--- src/sv/nqpc_pkg.sv ---
// Shared constants and factorial table for the n-queens permutation checker.
package nqpc_pkg;

    localparam int IDX_W      = 45;   // permutation rank width
    localparam int IN_TDATA_W = 48;   // rank padded to whole bytes
    localparam int OUT_TDATA_W = 8;   // two flags padded to one byte
    localparam int CFG_W      = 5;    // board size register width
    localparam int FACT_W     = 64;
    localparam int FACT_IDX_W = 5;
    localparam int FACT_N     = 21;   // 0! through 20!

    localparam logic [CFG_W-1:0] CFG_RESET = 5'd8;

    // output word bit positions
    localparam int OUT_SOL_BIT = 0;
    localparam int OUT_ERR_BIT = 1;

    localparam logic [FACT_W-1:0] FACT [FACT_N] = '{
        64'd1,
        64'd1,
        64'd2,
        64'd6,
        64'd24,
        64'd120,
        64'd720,
        64'd5040,
        64'd40320,
        64'd362880,
        64'd3628800,
        64'd39916800,
        64'd479001600,
        64'd6227020800,
        64'd87178291200,
        64'd1307674368000,
        64'd20922789888000,
        64'd355687428096000,
        64'd6402373705728000,
        64'd121645100408832000,
        64'd2432902008176640000
    };

endpackage

--- src/sv/nqueens_permutation_check.sv ---
// N-queens permutation checker: rank to Lehmer code to placement, then diagonal test.
//
// Input stream (s_axis): one word carries a permutation rank. The word is taken
// only while the block is idle; o_s_axis_tready is low for the whole run.
// Output stream (m_axis): one word per input, bit 0 = solution, bit 1 = rank
// out of range (n! or more). A finished word sits in an output register, so a
// new rank is taken while the previous answer still waits for the receiver.
// If the receiver stalls and the output register is full, the sequencer holds
// its answer and stays busy until the register frees.
// Config: i_cfg_we writes the board size n (saturates at MAX_BOARD), reset 8.
// Write it only while the block is idle.
// Steps: one shared compare/subtract unit is stepped by the sequencer.
//   accept, range test, digit extraction by repeated subtraction, code-to-placement,
//   pairwise diagonal scan, output handoff. Out-of-range ranks and n <= 1 go from
//   the range test straight to the output handoff.
// Reset: synchronous, active low; clears the sequencer and output valid and
// sets the board size back to 8.
module nqueens_permutation_check import nqpc_pkg::*; #(
    parameter int MAX_BOARD = 16
) (
    input  logic                   i_clk,
    input  logic                   i_rst_n,
    input  logic                   i_cfg_we,
    input  logic [CFG_W-1:0]       i_cfg_wdata,
    input  logic                   i_s_axis_tvalid,
    output logic                   o_s_axis_tready,
    input  logic [IN_TDATA_W-1:0]  i_s_axis_tdata,   // [44:0] permutation_index
    output logic                   o_m_axis_tvalid,
    input  logic                   i_m_axis_tready,
    output logic [OUT_TDATA_W-1:0] o_m_axis_tdata    // [0] is_solution, [1] index_error
);

    localparam int RW = $clog2(MAX_BOARD);
    localparam int NW = $clog2(MAX_BOARD + 1);

    typedef enum logic [2:0] {
        S_IDLE,
        S_RANGE,
        S_DEC,
        S_PLOAD,
        S_PSTEP,
        S_CLOAD,
        S_CSTEP,
        S_DONE
    } t_state;

    t_state             r_state;
    logic [CFG_W-1:0]   r_size;
    logic [NW-1:0]      r_n;
    logic [RW-1:0]      r_nm1;
    logic [IDX_W-1:0]   r_rem;
    logic [RW-1:0]      r_dig;
    logic [RW-1:0]      r_a;
    logic [RW-1:0]      r_b;
    logic [RW-1:0]      r_cur;
    logic [RW-1:0]      r_ca;
    logic               r_ok;
    logic               r_err;
    logic               r_oval;
    logic               r_osol;
    logic               r_oerr;
    logic [RW-1:0]      r_digit [MAX_BOARD];
    logic [RW-1:0]      r_col   [MAX_BOARD];

    logic [NW-1:0]      w_size_sat;
    logic [FACT_W-1:0]  w_rem_ext;
    logic [FACT_W-1:0]  w_fact_n;
    logic [FACT_W-1:0]  w_fact_f;
    logic               w_rem_ge_f;
    logic [RW-1:0]      w_dig_rd;
    logic [RW-1:0]      w_col_rd;
    logic [RW-1:0]      w_cur_inc;
    logic [RW-1:0]      w_diff;
    logic [RW-1:0]      w_rdist;
    logic               w_accept;

    assign o_s_axis_tready = (r_state == S_IDLE);
    assign w_accept        = i_s_axis_tvalid && o_s_axis_tready;
    assign o_m_axis_tvalid = r_oval;
    assign o_m_axis_tdata  = {(OUT_TDATA_W - 2)'(0), r_oerr, r_osol};

    always_comb begin
        if (r_size > CFG_W'(MAX_BOARD)) begin
            w_size_sat = NW'(MAX_BOARD);
        end else begin
            w_size_sat = NW'(r_size);
        end
    end

    // shared compare/subtract against the current factorial radix
    assign w_rem_ext  = {(FACT_W - IDX_W)'(0), r_rem};
    assign w_fact_n   = FACT[FACT_IDX_W'(r_n)];
    assign w_fact_f   = FACT[FACT_IDX_W'(RW'(r_nm1 - r_b))];
    assign w_rem_ge_f = (w_rem_ext >= w_fact_f);

    // one read port per row array
    assign w_dig_rd  = r_digit[(r_state == S_PLOAD) ? r_b : r_a];
    assign w_col_rd  = r_col[(r_state == S_CLOAD) ? r_a : r_b];
    assign w_cur_inc = r_cur + RW'(w_dig_rd <= r_cur);
    assign w_diff    = (r_ca > w_col_rd) ? RW'(r_ca - w_col_rd) : RW'(w_col_rd - r_ca);
    assign w_rdist   = RW'(r_b - r_a);

    always_ff @(posedge i_clk) begin
        if (!i_rst_n) begin
            r_state <= S_IDLE;
            r_size  <= CFG_RESET;
            r_oval  <= 1'b0;
        end else begin
            if (i_cfg_we) begin
                r_size <= i_cfg_wdata;
            end
            // load a finished word, else drop the one just taken
            if (r_state == S_DONE && (!r_oval || i_m_axis_tready)) begin
                r_oval <= 1'b1;
            end else if (r_oval && i_m_axis_tready) begin
                r_oval <= 1'b0;
            end
            unique case (r_state)
                S_IDLE: begin
                    if (w_accept) begin
                        r_rem   <= i_s_axis_tdata[IDX_W-1:0];
                        r_n     <= w_size_sat;
                        r_nm1   <= RW'(w_size_sat - NW'(1));
                        r_state <= S_RANGE;
                    end
                end
                S_RANGE: begin
                    r_b   <= '0;
                    r_dig <= '0;
                    if (w_rem_ext >= w_fact_n) begin
                        r_ok    <= 1'b0;
                        r_err   <= 1'b1;
                        r_state <= S_DONE;
                    end else if (r_n <= NW'(1)) begin
                        // empty or single-queen board always fits
                        r_ok    <= 1'b1;
                        r_err   <= 1'b0;
                        r_state <= S_DONE;
                    end else begin
                        r_state <= S_DEC;
                    end
                end
                S_DEC: begin
                    if (w_rem_ge_f) begin
                        r_rem <= r_rem - w_fact_f[IDX_W-1:0];
                        r_dig <= r_dig + RW'(1);
                    end else begin
                        r_digit[r_b] <= r_dig;
                        r_col[r_b]   <= r_dig;
                        r_dig        <= '0;
                        if (r_b == r_nm1) begin
                            r_state <= S_PLOAD;
                        end else begin
                            r_b <= r_b + RW'(1);
                        end
                    end
                end
                S_PLOAD: begin
                    r_cur   <= w_dig_rd;
                    r_a     <= r_b - RW'(1);
                    r_state <= S_PSTEP;
                end
                S_PSTEP: begin
                    if (r_a == '0) begin
                        r_col[r_b] <= w_cur_inc;
                        if (r_b == RW'(1)) begin
                            r_a     <= '0;
                            r_state <= S_CLOAD;
                        end else begin
                            r_b     <= r_b - RW'(1);
                            r_state <= S_PLOAD;
                        end
                    end else begin
                        r_cur <= w_cur_inc;
                        r_a   <= r_a - RW'(1);
                    end
                end
                S_CLOAD: begin
                    r_ca    <= w_col_rd;
                    r_b     <= r_a + RW'(1);
                    r_state <= S_CSTEP;
                end
                S_CSTEP: begin
                    if (w_diff == w_rdist) begin
                        r_ok    <= 1'b0;
                        r_err   <= 1'b0;
                        r_state <= S_DONE;
                    end else if (r_b == r_nm1) begin
                        if (RW'(r_a + RW'(1)) == r_nm1) begin
                            r_ok    <= 1'b1;
                            r_err   <= 1'b0;
                            r_state <= S_DONE;
                        end else begin
                            r_a     <= r_a + RW'(1);
                            r_state <= S_CLOAD;
                        end
                    end else begin
                        r_b <= r_b + RW'(1);
                    end
                end
                S_DONE: begin
                    // hand off once the output register is free or draining
                    if (!r_oval || i_m_axis_tready) begin
                        r_osol  <= r_ok;
                        r_oerr  <= r_err;
                        r_state <= S_IDLE;
                    end
                end
                default: begin
                    r_state <= S_IDLE;
                end
            endcase
        end
    end

endmodule
--- config.mk ---
export PLATFORM = sky130hd
export DESIGN_NAME = nqueens_permutation_check
export DESIGN_NICKNAME = d
export VERILOG_FILES = /design/src/sv/nqpc_pkg.sv /design/src/sv/nqueens_permutation_check.sv
export SDC_FILE = /design/constraint.sdc
export NUM_CORES = 1
export LEC_CHECK = 0
export BUFFER_PORTS_ARGS = -buffer_cell sky130_fd_sc_hd__buf_2
export CORE_MARGIN = 1
export CORE_UTILIZATION = 50
export DETAILED_ROUTE_END_ITERATION = 6
export PLACE_DENSITY_LB_ADDON = 0.12
export SLEW_MARGIN = 15
export SYNTH_ARGS = -nofsm -noshare
export SYNTH_HDL_FRONTEND = slang
export SYNTH_SLANG_ARGS = --single-unit
--- constraint.sdc ---
create_clock -name i_clk -period 7.2 [get_ports i_clk]
set_clock_uncertainty 0.15 [all_clocks]
set_input_delay 1.44 -clock i_clk [delete_from_list [all_inputs] [get_ports i_clk]]
set_output_delay 1.44 -clock i_clk [all_outputs]
set_load 0.05 [all_outputs]
==> impl_metrics.env, run 1 <==
export IMPL_status="complete, no violations"
export IMPL_num_rows=62
export IMPL_yosysUniqueCellTypes=88
export IMPL_worst_setup_path_start_kind="register"
export IMPL_cts_root_buffer="clkbuf_16"
export IMPL_setup_viol=0
export IMPL_cp_end_kind="register"
export IMPL_async_reset_ff_share_pct=0
export IMPL_max_slew_margin_pct=48.1
export IMPL_maxCapViolCount=0
export IMPL_grt_pass1_wl_um=57900
export IMPL_post_cts_buffers=0
export IMPL_clock_sinks=215
export IMPL_synth_area_per_cell_um2=10.1
export IMPL_grtUsageTotal_pct=24.0
export IMPL_fmax_ghz=0.157
export IMPL_portBuffers=58
export IMPL_ctsResizeCount=0
export IMPL_cts_tree="yes"
export IMPL_clock_latency_ns=0.51
export IMPL_ioPinCount=68
export IMPL_final_util_pct=55.4
export IMPL_crit_chain="inv_1, ha_1, a21o_1, a21o_1, xnor2_1, and2_1, nand2_1, ha_1, a21oi_1, o21a_1, o41ai_1, a221oi_2, a21oi_2, or2_2, nand2_1, a21oi_4, buf_4"
export IMPL_nNetsFinal=1666
export IMPL_postSynthCellCount=1447
export IMPL_dp_cells=1836
export IMPL_final_period_utilization_pct=88.5
export IMPL_crit_path_top_delay_cell="a21oi_4"
export IMPL_clk_pin_slew_worst_paths_ns=0.06
export IMPL_min_path_type="register to register"
export IMPL_cp_top_family="compound AO/OA/AOI/OAI gates"
export IMPL_final_min_clock_period_ns=6.37
export IMPL_start_util_pct=50.8
export IMPL_gp_congestion=0.898
export IMPL_crit_buf_inv=2
export IMPL_fillers=2561
export IMPL_synth_edf_count=206
export IMPL_grt_antenna_before_repair=0
export IMPL_grt_overflow_total=0
export IMPL_routed_wl_um=35400
export IMPL_finalPower_mw=6.73
export IMPL_cts_buffer_depth=3
export IMPL_drive_gt1_share_pct=12.0
export IMPL_rsz0062_at_grt="no"
export IMPL_hpwl_um=26400
export IMPL_core_area_mm2=0.0287
export IMPL_cp_required_ns=7.25
export IMPL_crit_path_max_fanout=17
export IMPL_p_leak_nw=6.11
export IMPL_crit_type="register to register"
export IMPL_area_growth_pct=9.01
export IMPL_drc=0
export IMPL_firstDrtPassIters=6
export IMPL_vias=11000
export IMPL_slowest_delay_ns=0.63
export IMPL_via_per_inst=5.87
export IMPL_fin_tns_setup_ns=0
export IMPL_yosysSeqAreaShare_pct=43.6
export IMPL_drv_slew=0
export IMPL_cts_buffers=24
export IMPL_finalHoldViolations=0
export IMPL_wire_per_inst_um=18.8
export IMPL_die_area_mm2=0.0299
export IMPL_grt_start_max_net_pins=90
export IMPL_worstPathArrival_ns=6.42
export IMPL_powerDensity_mw_per_mm2=423
export IMPL_syn_area_mm2=0.0146
export IMPL_synth_main_ff_cell="edfxtp_1"
export IMPL_h_tree_depth=1
export IMPL_worst_pin_slew_ns=0.778
export IMPL_ys_seq_elements=215
export IMPL_ys_warn_count=0
export IMPL_final_cells=1880
export IMPL_drtIter0Drc=811
export IMPL_die_x_um=173
export IMPL_die_h_um=173
export IMPL_hold_buffers=0
export IMPL_antenna_cells=0
export IMPL_ir_drop_v=0.000277
export IMPL_grt_pass1_vias=11000
export IMPL_postRouteAntennaNets=0
## cell usage after synthesis (12+ instances only)
master / n / area (um2)
nand3_1: 35 / 175
a211oi_1: 33 / 248
nor3_1: 28 / 140
a31oi_1: 25 / 156
nand2b_1: 18 / 113
mux2i_1: 23 / 230
nand4_1: 13 / 81.3
a21oi_1: 97 / 485
nor2_1: 92 / 345
xor2_1: 33 / 289
and2_1: 12 / 75.1
a21o_1: 33 / 248
buf_2: 15 / 75.1
ha_1: 125 / 1560
o21ai_1: 14 / 70.1
edfxtp_1: 206 / 6190
o21ai_0: 91 / 455
mux4_2: 16 / 360
xnor2_1: 40 / 350
nand2_1: 200 / 751
clkbuf_1: 42 / 158
inv_1: 51 / 191
## through the flow
step,area (um2),hold slack (ns),setup WS [ns]
after floorplan,14600,0.250,0.463
after global placement,15200,0.261,0.958
after detailed placement,15200,0.262,0.892
after CTS,15900,0.279,0.850
after global routing,15900,0.293,0.451
final,15900,0.272,0.827
## final timing paths
path                             start        end  slack [ns]  cells past startpoint
worst min-delay path              r_ok     r_osol        0.27                      0
worst max-delay path            r_b[1]  r_rem[19]        0.83                     17
worst min register to register    r_ok     r_osol        0.27                      0
worst max register to register  r_b[1]  r_rem[19]        0.83                     17
## final cells by class
cell class / count / area (um2) / area share (%)
repair buffers: 79 / 448 / 2.82
well taps: 384 / 480 / 3.02
flip-flops and latches: 215 / 6370 / 40.0
clock inverters: 15 / 97.6 / 0.614
inverters: 52 / 200 / 1.26
clock buffers: 29 / 641 / 4.03
multi-input cells: 1106 / 7670 / 48.2
## kinds of logic (layout without fill, tap and decap cells)
group | after synthesis | after routing | synth area share (%)
muxes | 46 | 46 | 4.68
other | 1 | 6 | 0.0257
buffers and inverters | 131 | 175 | 4.04
xor gates and xnor gates | 73 | 73 | 4.38
adders and majority gates | 130 | 130 | 11.4
AOI/OAI and AO/OA | 381 | 381 | 16.5
DFF | 215 | 215 | 43.6
and+or+nand+nor | 470 | 470 | 15.3
## per-layer routing
layer  up-vias  GRT usage (%)  wire, um
met5         -              0         0
met4         0           8.22      1110
met3        77           2.29      1330
met2       293           42.9     17900
met1      5275           30.3     15100
li1       5386              -         -
## layout by cell type, fill, tap and decap left out, types with 6 or more instances in the layout
| cell type | instances |
|---|---|
| a211oi_1 | 33 |
| a21o_1 | 33 |
| a21oi_1 | 94 |
| a311oi_1 | 9 |
| a31oi_1 | 25 |
| and2_0 | 11 |
| and2_1 | 12 |
| and3_1 | 6 |
| buf_2 | 58 |
| buf_4 | 21 |
| clkbuf_16 | 25 |
| clkinv_2 | 8 |
| conb_1 | 6 |
| dfxtp_1 | 9 |
| edfxtp_1 | 206 |
| ha_1 | 125 |
| inv_1 | 51 |
| mux2i_1 | 23 |
| mux4_2 | 16 |
| nand2_1 | 200 |
| nand2b_1 | 18 |
| nand3_1 | 35 |
| nand4_1 | 13 |
| nor2_1 | 92 |
| nor2b_1 | 9 |
| nor3_1 | 28 |
| o211ai_1 | 6 |
| o21ai_0 | 91 |
| o21ai_1 | 14 |
| o21bai_1 | 8 |
| o22ai_1 | 7 |
| or2_2 | 6 |
| or3_1 | 6 |
| xnor2_1 | 40 |
| xor2_1 | 33 |
## registers in the layout (all words and copies together), names as in the netlist
name             cells
r_ok                 1
o_m_axis_tvalid      1
r_state              3
r_digit             64
r_nm1                4
r_size               5
r_b                  4
r_n                  5
r_osol               1
r_dig                4
r_col               64
r_ca                 4
r_cur                4
r_err                1
r_a                  4
r_oerr               1
r_rem               45
## power by group
part,switching (mW),internal [mW]
Clock,0.485,0.667
Sequential,0.179,1.63
Combinational,2.30,1.47
Total,2.96,3.77
(Power assumes the default switching activity.)
==> run 2, diff against run 1 <==
CTS_BUF_LIST = sky130_fd_sc_hd__clkbuf_4 sky130_fd_sc_hd__clkbuf_8   (was default)
TNS_END_PERCENT = 50   (was default)
==> impl_metrics.env, run 2 (synthesis results as in run 1) <==
export IMPL_fillers=2553
export IMPL_cp_top_family="compound AO/OA/AOI/OAI gates"
export IMPL_hold_buffers=0
export IMPL_final_min_clock_period_ns=6.37
export IMPL_routed_wl_um=35700
export IMPL_top_regs="r_col (64), r_digit (64), r_rem (45)"
export IMPL_cts_tree="yes"
export IMPL_grt_start_max_net_pins=90
export IMPL_maxCapViolCount=0
export IMPL_drtIter0Drc=697
export IMPL_h_tree_depth=2
export IMPL_cp_end_kind="register"
export IMPL_layout_setup_ws_ns=0.827
export IMPL_crit_path_top_delay_cell="a21oi_4"
export IMPL_firstDrtPassIters=5
export IMPL_grtUsageTotal_pct=24.3
export IMPL_clk_pin_slew_worst_paths_ns=0.06
export IMPL_crit_path_max_fanout=17
export IMPL_finalPower_mw=6.79
export IMPL_gp_congestion=0.898
export IMPL_rsz0062_at_grt="no"
export IMPL_drc=0
export IMPL_die_h_um=173
export IMPL_vias=11100
export IMPL_nNetsFinal=1680
export IMPL_post_cts_buffers=0
export IMPL_switchingPower_mw=2.99
export IMPL_seqCellArea_mm2=0.00637
export IMPL_power_frac_comb_pct=55.5
export IMPL_crit_buf_inv=2
export IMPL_cts_buffer_depth=3
export IMPL_ctsResizeCount=0
export IMPL_status="complete, no violations"
export IMPL_finalHoldViolations=0
export IMPL_portBuffers=58
export IMPL_wire_per_inst_um=18.7
export IMPL_pwr_share_seq_pct=26.7
export IMPL_min_path_type="register to register"
export IMPL_grt_overflow_total=0
export IMPL_switching_share_pct=44.1
export IMPL_setup_viol=0
export IMPL_fmax_ghz=0.157
export IMPL_grt_antenna_before_repair=0
export IMPL_p_leak_nw=6.17
export IMPL_ioPinCount=68
export IMPL_crit_type="register to register"
export IMPL_cts_root_buffer="clkbuf_8"
export IMPL_power_frac_clock_pct=17.9
export IMPL_crit_chain="inv_1, ha_1, a21o_1, a21o_1, xnor2_1, and2_1, nand2_1, ha_1, a21oi_1, o21a_1, o41ai_1, a221oi_2, a21oi_2, or2_2, nand2_1, a21oi_4, buf_4"
export IMPL_clock_latency_ns=0.54
export IMPL_worstPathArrival_ns=6.45
export IMPL_max_slew_margin_pct=47.2
export IMPL_place_ws_ns=0.892
export IMPL_die_area_mm2=0.0299
export IMPL_worst_setup_path_start_kind="register"
export IMPL_ir_drop_v=0.000244
export IMPL_worst_pin_slew_ns=0.792
export IMPL_drive_gt1_share_pct=13.7
export IMPL_antenna_cells=0
export IMPL_area_growth_pct=9.60
export IMPL_multi_input_area_mm2=0.00767
export IMPL_fin_tns_setup_ns=0
export IMPL_final_util_pct=55.7
export IMPL_powerDensity_mw_per_mm2=425
export IMPL_num_rows=62
export IMPL_drv_slew=0
export IMPL_cp_required_ns=7.27
export IMPL_hpwl_um=26400
export IMPL_grt_pass1_vias=11100
export IMPL_layout_commonest_cell="edfxtp_1"
export IMPL_cts_buffers=38
export IMPL_via_per_inst=5.84
export IMPL_hold_ws_ns=0.278
export IMPL_clock_sinks=215
export IMPL_core_area_mm2=0.0287
export IMPL_postRouteAntennaNets=0
export IMPL_final_cell_mix="edfxtp_1, nand2_1, ha_1"
export IMPL_grt_pass1_wl_um=58400
export IMPL_final_period_utilization_pct=88.5
export IMPL_die_x_um=173
export IMPL_cellInternalPower_mw=3.80
export IMPL_start_util_pct=50.8
export IMPL_slowest_delay_ns=0.64
[run 2: cell types whose count changed in the layout (fill, tap and decap cells not counted), sizes merged]
cell / change
bufinv: +2
inv: +1
clkbuf: +22
clkinv: -1
clkinvlp: +2
[run 2: routing by layer]
layer  wire length (um)  track usage, %  vias to the layer above
met5                  0               0                        -
met4               1090            8.85                        0
met3               1410            3.10                       85
met2              17900            42.8                      290
met1              15300            30.5                     5333
li1                   -               -                     5416
[run 2: cell type report]
| type | instances | area share (%) |
|---|---|---|
| Inverter | 52 | 1.25 |
| Sequential cell | 215 | 39.8 |
| Clock buffer | 51 | 4.04 |
| Clock inverter | 19 | 1.11 |
| Tap cell | 384 | 3.01 |
| Multi-Input combinational cell | 1106 | 48.0 |
| Timing Repair Buffer | 79 | 2.80 |
[run 2: stage by stage]
step	instances	instance area, um2
3_3_place_gp	1836	15200
4_1_cts	1906	16000
2_1_floorplan	1452	14600
5_1_grt	1906	16000
6_report	1906	16000
3_5_place_dp	1836	15200
[run 2: power groups by stage]
stage          clock network, mW  logic, mW  registers, mW
2_1_floorplan                  0       2.94           1.74
3_3_place_gp                   0       3.68           1.83
3_5_place_dp                   0       3.72           1.83
4_1_cts                     1.25       3.75           1.81
5_1_grt                     1.30       4.21           1.83
6_report                    1.21       3.77           1.81
[run 2: path summary, 6_finish.rpt]
check               from   endpoint  slack [ns]  depth (start not counted)
setup / recovery  r_b[1]  r_rem[24]        0.83                         17
hold / removal      r_ok     r_osol        0.28                          0
hold reg to reg     r_ok     r_osol        0.28                          0
setup reg to reg  r_b[1]  r_rem[24]        0.83                         17
